===== src/rtl/core/rcr_pkg.sv =====
`default_nettype none
package rcr_pkg;

  localparam int MAP_SIDE     = 16;
  localparam int MAX_STEPS    = 160;
  localparam int MAX_ROWS     = 64;
  localparam int CELL_UNITS   = 163840;
  localparam int CORDIC_STEPS = 14;
  localparam int CORDIC_START = 9949;
  localparam int DIV_BITS     = 26;
  localparam int MAC_TERMS    = 24;
  localparam int SORT_PAIRS   = 6;
  localparam int SQRT_STEPS   = 17;

  // configuration register indexes
  typedef enum logic [3:0] {
    CFG_MAP_A   = 4'd0,
    CFG_MAP_B   = 4'd1,
    CFG_MAP_C   = 4'd2,
    CFG_MAP_D   = 4'd3,
    CFG_COLUMNS = 4'd4,
    CFG_ROWS    = 4'd5,
    CFG_FOV     = 4'd6,
    CFG_TOL     = 4'd7
  } rcr_cfg_idx_e;

  typedef enum logic [3:0] {
    ST_IDLE, ST_DIV_ANG, ST_CORDIC_INIT, ST_CORDIC, ST_MARCH_INIT, ST_MARCH,
    ST_MAC, ST_SORT, ST_SQRT_INIT, ST_SQRT, ST_TOL_MUL, ST_TOL_CMP,
    ST_CEIL_INIT, ST_DIV_CEIL, ST_EMIT_INIT, ST_EMIT
  } rcr_state_e;

  typedef struct packed {
    logic [255:0] map;
    logic [10:0]  cols;  // zero already mapped to one
    logic [6:0]   rows;  // already clamped
    logic [15:0]  fov;
    logic [15:0]  tol;
  } rcr_cfg_t;

  typedef struct packed {
    logic load;
    logic div_step;
    logic cordic_init;
    logic cordic_step;
    logic march_init;
    logic march_step;
    logic mac_step;
    logic sort_step;
    logic sqrt_init;
    logic sqrt_step;
    logic tol_mul;
    logic tol_cmp;
    logic ceil_init;
    logic emit_init;
    logic emit_step;
  } rcr_cmd_t;

  typedef struct packed {
    logic div_last;
    logic cordic_last;
    logic march_stop;
    logic march_hit;
    logic mac_last;
    logic sort_last;
    logic sqrt_last;
    logic corner_last;
    logic emit_last;
    logic out_free;
  } rcr_sts_t;

  // cordic arctangent table, 65536 per turn
  function automatic logic [13:0] arc_tab(input logic [3:0] i);
    logic [13:0] r;
    unique case (i)
      4'd0:    r = 14'd8192;
      4'd1:    r = 14'd4836;
      4'd2:    r = 14'd2555;
      4'd3:    r = 14'd1297;
      4'd4:    r = 14'd651;
      4'd5:    r = 14'd326;
      4'd6:    r = 14'd163;
      4'd7:    r = 14'd81;
      4'd8:    r = 14'd41;
      4'd9:    r = 14'd20;
      4'd10:   r = 14'd10;
      4'd11:   r = 14'd5;
      4'd12:   r = 14'd3;
      4'd13:   r = 14'd1;
      default: r = 14'd0;
    endcase
    return r;
  endfunction

  // exchange sort pair order, {i, j}
  function automatic logic [3:0] sort_pair(input logic [2:0] k);
    logic [3:0] r;
    unique case (k)
      3'd0:    r = {2'd0, 2'd1};
      3'd1:    r = {2'd0, 2'd2};
      3'd2:    r = {2'd0, 2'd3};
      3'd3:    r = {2'd1, 2'd2};
      3'd4:    r = {2'd1, 2'd3};
      default: r = {2'd2, 2'd3};
    endcase
    return r;
  endfunction

endpackage
`default_nettype wire


===== src/rtl/core/rcr_ctrl.sv =====
`default_nettype none
module rcr_ctrl (
  input  wire logic              clk_i,
  input  wire logic              rst_ni,
  input  wire logic              in_valid_i,
  output logic                   in_ready_o,
  input  wire rcr_pkg::rcr_sts_t sts_i,
  output rcr_pkg::rcr_cmd_t      cmd_o
);
  import rcr_pkg::*;

  rcr_state_e state_q, state_d;

  // state register
  always_ff @(posedge clk_i or negedge rst_ni) begin
    if (!rst_ni) begin
      state_q <= ST_IDLE;
    end else begin
      state_q <= state_d;
    end
  end

  // next state and commands
  always_comb begin
    state_d    = state_q;
    cmd_o      = '0;
    in_ready_o = 1'b0;
    unique case (state_q)
      ST_IDLE: begin
        in_ready_o = 1'b1;
        if (in_valid_i) begin
          cmd_o.load = 1'b1;
          state_d    = ST_DIV_ANG;
        end
      end
      ST_DIV_ANG: begin
        cmd_o.div_step = 1'b1;
        if (sts_i.div_last) state_d = ST_CORDIC_INIT;
      end
      ST_CORDIC_INIT: begin
        cmd_o.cordic_init = 1'b1;
        state_d           = ST_CORDIC;
      end
      ST_CORDIC: begin
        cmd_o.cordic_step = 1'b1;
        if (sts_i.cordic_last) state_d = ST_MARCH_INIT;
      end
      ST_MARCH_INIT: begin
        cmd_o.march_init = 1'b1;
        state_d          = ST_MARCH;
      end
      ST_MARCH: begin
        cmd_o.march_step = 1'b1;
        if (sts_i.march_stop) state_d = sts_i.march_hit ? ST_MAC : ST_CEIL_INIT;
      end
      ST_MAC: begin
        cmd_o.mac_step = 1'b1;
        if (sts_i.mac_last) state_d = ST_SORT;
      end
      ST_SORT: begin
        cmd_o.sort_step = 1'b1;
        if (sts_i.sort_last) state_d = ST_SQRT_INIT;
      end
      ST_SQRT_INIT: begin
        cmd_o.sqrt_init = 1'b1;
        state_d         = ST_SQRT;
      end
      ST_SQRT: begin
        cmd_o.sqrt_step = 1'b1;
        if (sts_i.sqrt_last) state_d = ST_TOL_MUL;
      end
      ST_TOL_MUL: begin
        cmd_o.tol_mul = 1'b1;
        state_d       = ST_TOL_CMP;
      end
      ST_TOL_CMP: begin
        cmd_o.tol_cmp = 1'b1;
        state_d       = sts_i.corner_last ? ST_CEIL_INIT : ST_SQRT_INIT;
      end
      ST_CEIL_INIT: begin
        cmd_o.ceil_init = 1'b1;
        state_d         = ST_DIV_CEIL;
      end
      ST_DIV_CEIL: begin
        cmd_o.div_step = 1'b1;
        if (sts_i.div_last) state_d = ST_EMIT_INIT;
      end
      ST_EMIT_INIT: begin
        cmd_o.emit_init = 1'b1;
        state_d         = ST_EMIT;
      end
      ST_EMIT: begin
        if (sts_i.out_free) begin
          cmd_o.emit_step = 1'b1;
          if (sts_i.emit_last) state_d = ST_IDLE;
        end
      end
      default: state_d = ST_IDLE;
    endcase
  end

endmodule
`default_nettype wire


===== config.mk =====
export PLATFORM = sky130hd
export DESIGN_NAME = rcr_ctrl
export DESIGN_NICKNAME = d
export VERILOG_FILES = /design/src/rtl/core/rcr_pkg.sv /design/src/rtl/core/rcr_ctrl.sv
export SDC_FILE = /design/constraint.sdc
export NUM_CORES = 1
export LEC_CHECK = 0
export CAP_MARGIN = 10
export CORE_AREA = 2 2 39 41
export DETAILED_ROUTE_END_ITERATION = 10
export DIE_AREA = 0 0 41 43
export DONT_BUFFER_PORTS = 1
export PLACE_DENSITY = 0.57
export SETUP_SLACK_MARGIN = 0.4
export SLEW_MARGIN = 20
export SYNTH_ARGS = -nofsm -noshare
export SYNTH_HDL_FRONTEND = slang
export SYNTH_SLANG_ARGS = --single-unit

===== constraint.sdc =====
create_clock -name clk_i -period 3.7 [get_ports clk_i]
set_input_delay 0.74 -clock clk_i [delete_from_list [all_inputs] [get_ports clk_i]]
set_output_delay 0.74 -clock clk_i [all_outputs]
set_load 0.005 [all_outputs]

# Yosys cells after proc, flatten, opt, wreduce, memory -nomap -nowiden
# Index checks and enable logic that the tools add are counted.
[word_totals]
reg_bits = 4
[op_classes]
n_eq_ne = 25
n_reduce_logical = 3
mux = 31
[op_table]
columns = ["op", "n"]
rows = [
  ["4-bit case mux with 16 select lines", 1],
  ["4-bit 2-to-1 mux", 11],
  ["4-bit == test (second input constant)", 8],
  ["2-bit != test (second input constant)", 10],
  ["1-bit 2-to-1 mux", 18],
  ["4-bit by 3-bit == test with 1-bit output (second input constant)", 4],
  ["10-bit AND reduction", 1],
  ["4-bit by 2-bit == test with 1-bit output (second input constant)", 2],
  ["4-bit by 1-bit == test with 1-bit output (second input constant)", 1],
  ["4-bit zero test", 1],
  ["3-bit 2-to-1 mux", 1],
  ["2-bit OR reduction", 1],
]

# Longest topological paths before layout
[depth]
word_depth = 3
ltp_mapped = 6
mapped_depth_nobuf = 5

# Worst setup path before layout
# OpenSTA, ideal clock, no wires.
[synth_timing]
path_kind = "input-to-reg"
startpoint = "input sts_i[5] (netlist bit)"
endpoint = "register state_q[2]"
setup_ps = 127
stages = 5
path_slack_ps = 1883
required_ps = 3573
arrival_time_ps = 1690
path_cell_list = "or3_4 -> o21ai_2 -> a32oi_4 -> nand4_1 -> mux2_1"
[synth_via]
elab_chain_cells = 2
[synth_lines]
columns = ["element", "line", "source"]
rows = [
  ["start, declared", "rcr_ctrl.sv:7", "input wire rcr_pkg::rcr_sts_t sts_i,"],
  ["2-bit != test (no line)", "n/a", ""],
  ["10-bit AND reduction (no line)", "n/a", ""],
  ["end signal, assigned", "rcr_ctrl.sv:19", "state_q <= state_d;"],
  ["end, declared", "rcr_ctrl.sv:12", "rcr_state_e state_q, state_d;"],
]
# No other way between the ends.
# A chain may end at the register's enable or synchronous reset.

==> impl_metrics.tcl <==
set metrics [dict create \
    antenna_found_initial 0 \
    hold_buffers 0 \
    ant_nets 0 \
    routed_via_density 5.64 \
    slew_headroom_pct 65.9 \
    ys.flop_type "dfrtp_1" \
    die_w_um 41 \
    synth_fp_nets 75 \
    drc 0 \
    crit_path_top_delay_cell "dfrtp_1" \
    grt_max_degree 20 \
    core_area_mm2 0.00138 \
    syn_area_per_cell_um2 7.59 \
    path_depth 2 \
    synth_edf_count 0 \
    yosysMostFrequentCell "nor2_1" \
    wire_per_inst_um 13.5 \
    p_sw_mw 0.219 \
    rsz0062_at_grt "no" \
    ys_async_sr_fraction_pct 100 \
    share_comb_of_total_power_pct 52.6 \
    ys_types 27 \
    hp-class "in -> async" \
    slew_viol_final 0 \
    path_class "reg -> out" \
    ff2ff_path_depth 5 \
    fin_skew_ps 1.50 \
    min_period_ps 2150 \
    cts_tree "yes" \
    cp.required_ps 2960 \
    track_usage_pct 11.4 \
    largest_reg_flops 4 \
    regMostFlops "state_q" \
    antennaDiodeCount 0 \
    largestRegisters "state_q: 4 flops" \
    start_util_pct 34.0 \
    synth_compound_area_share_pct 22.6 \
    finalCritPeriodShare_pct 58.2 \
    cellPowerDensity_mw_per_mm2 916 \
    internal_power_mw 0.202 \
    gp_congestion 0.707 \
    drive_gt1_share_pct 13.6 \
    max-cap-violations 0 \
    fmax_mhz 464 \
    firstDrtPassIters 5 \
    cp_top_family "simple AND/OR/NAND/NOR gates" \
    synth_seq_cells 4 \
    status "complete, no violations" \
    path_buf_inv 0 \
    final_nets 74 \
    synth_mux_area_share_pct 2.39 \
    overflow 0 \
    clock_latency_ps 230 \
    wl_um 1010 \
    dieArea_mm2 0.00176 \
    end_kind "primary output" \
    num_vias 423 \
    fillers 154 \
    switching_share_pct 52.0 \
    final_core_util_pct 33.3 \
    synth-xor-area-share_pct 0 \
    yosys.area_share.adder_pct 0 \
    finalSetupViolations 0 \
    critPathLaunchType "flip-flop" \
    htreeDepth 1 \
    cpPeakStageDelay_ps 550 \
    ios 29 \
    fin_hold_ws_ps 205 \
    vdd_ir_drop_max_uv 309 \
    post-layout-total-power_mw 0.422 \
    hold_viol 0 \
    grt_pass1_vias 313 \
    path_clk_slew_ps 40 \
    fp.dieH_um 43 \
    dp_cells 72 \
    ys_warn_count 0 \
    crit_fanout 19 \
    post_cts_resized 0 \
    instances_no_fill 75 \
    synth_top_family_by_area "simple AND/OR/NAND/NOR gates" \
    synth_area_um2 470 \
    core.rowCount 14 \
    syn_inst 62 \
    synthTopCellsByArea "dfrtp_1, nor2_1, buf_6" \
    crit_chain "nor4_1 -> and2_1" \
    p_clk_share_pct 12.4 \
    seq_area_frac_synth_pct 21.3 \
    synth-simple-area-share_pct 41.0 \
    worstMarginPinSlew_ps 511 \
    cp.arrival_ps 1410 \
    io_buffers 0 \
    area_growth_pct -2.13 \
    root_buffer "clkbuf_4" \
    post-cts-setup-buffers 0 \
    final.setup.tns_ps 0 \
    power_leakage_nw 0.173 \
    numCtsBuffers 3 \
    seqPwrFrac_pct 35.0 \
    grt_first_pass_wirelength_um 1390 \
    synth_top_area_share_pct 21.3 \
    cts_buffer_depth 2 \
    synth_top_cell_by_area "dfrtp_1" \
    cts.sinks 4 \
    dp.final_hpwl_um 771 \
    first_iter_violations 7 \
    synth_common_cells "nor2_1, nand2_1, nand2b_1, nor3_1" \
]
metrics by stage:
stage          instance area, µm²  setup slack (ps)
5_1_grt                       460              1400
4_1_cts                       460              1510
3_5_place_dp                  438              1760
3_3_place_gp                  438              1780
2_1_floorplan                 470              1880
6_report                      460              1550
logic make-up (layout without fill, tap and decap cells):
family | after synthesis | count (layout)
AO/OA/AOI/OAI | 12 | 12
buffers and inverters | 8 | 5
multiplexers | 1 | 1
flip-flops | 4 | 4
AND/OR/NAND/NOR | 37 | 37
path summary, 6_finish.rpt:
path / slack, ps / to / start
max: 1550 / cmd_o[14] / state_q[0]$_DFFE_PN0P_
min in group clk_i: 740 / state_q[0]$_DFFE_PN0P_ / sts_i[9]
min: 200 / state_q[1]$_DFFE_PN0P_ / rst_ni
min reg2reg: 790 / state_q[3]$_DFFE_PN0P_ / state_q[3]$_DFFE_PN0P_
max reg2reg: 1800 / state_q[2]$_DFFE_PN0P_ / state_q[2]$_DFFE_PN0P_
max in group asynchronous: 3430 / state_q[2]$_DFFE_PN0P_ / rst_ni
placed cells by master (no fill, tap or decap), drive strengths merged:
cell type  synthesis  layout
nor3               5       5
and4               1       1
nand2              5       5
a31oi              4       4
nor2              12      12
a32oi              1       1
o311a              1       1
clkbuf             1       3
and3               1       1
nand3              1       1
and2               2       2
nand4              1       1
a41o               1       1
nor4               1       1
o32a               1       1
o21ai              2       2
mux2               1       1
inv                2       2
nand2b             5       5
a21oi              2       2
dfrtp              4       4
or3                3       3
power by group through the flow:
stage | sequential, mW | clock [mW] | combinational (mW)
4_1_cts | 0.147 | 0.0549 | 0.225
2_1_floorplan | 0.0820 | 0 | 0.290
6_report | 0.148 | 0.0522 | 0.222
3_3_place_gp | 0.146 | 0 | 0.224
3_5_place_dp | 0.149 | 0 | 0.224
5_1_grt | 0.160 | 0.0581 | 0.251
worst reg2reg max path, cell delays in order, from the launching register on:
cell	delay, ps
dfrtp_1	560
nand2b_1	260
o32a_1	340
o311a_1	170
nand4_1	120
mux2_1	330
area by class of cell:
class | count | area (µm²) | share of cell area [%]
Multi-Input combinational cell | 50 | 310 | 67.4
Tap cell | 16 | 20.0 | 4.35
Sequential cell | 4 | 100 | 21.7
Inverter | 2 | 7.51 | 1.63
Clock buffer | 3 | 22.5 | 4.89
layer usage:
layer  up-vias  global-route usage, %  wire [µm]
met4         0                   6.00          5
met2        19                   15.6        466
li1        218                      -          -
met1       184                   15.6        440
met3         2                   3.14         97
met5         -                      0          0
No activity file was read; power rests on OpenSTA's default activity.
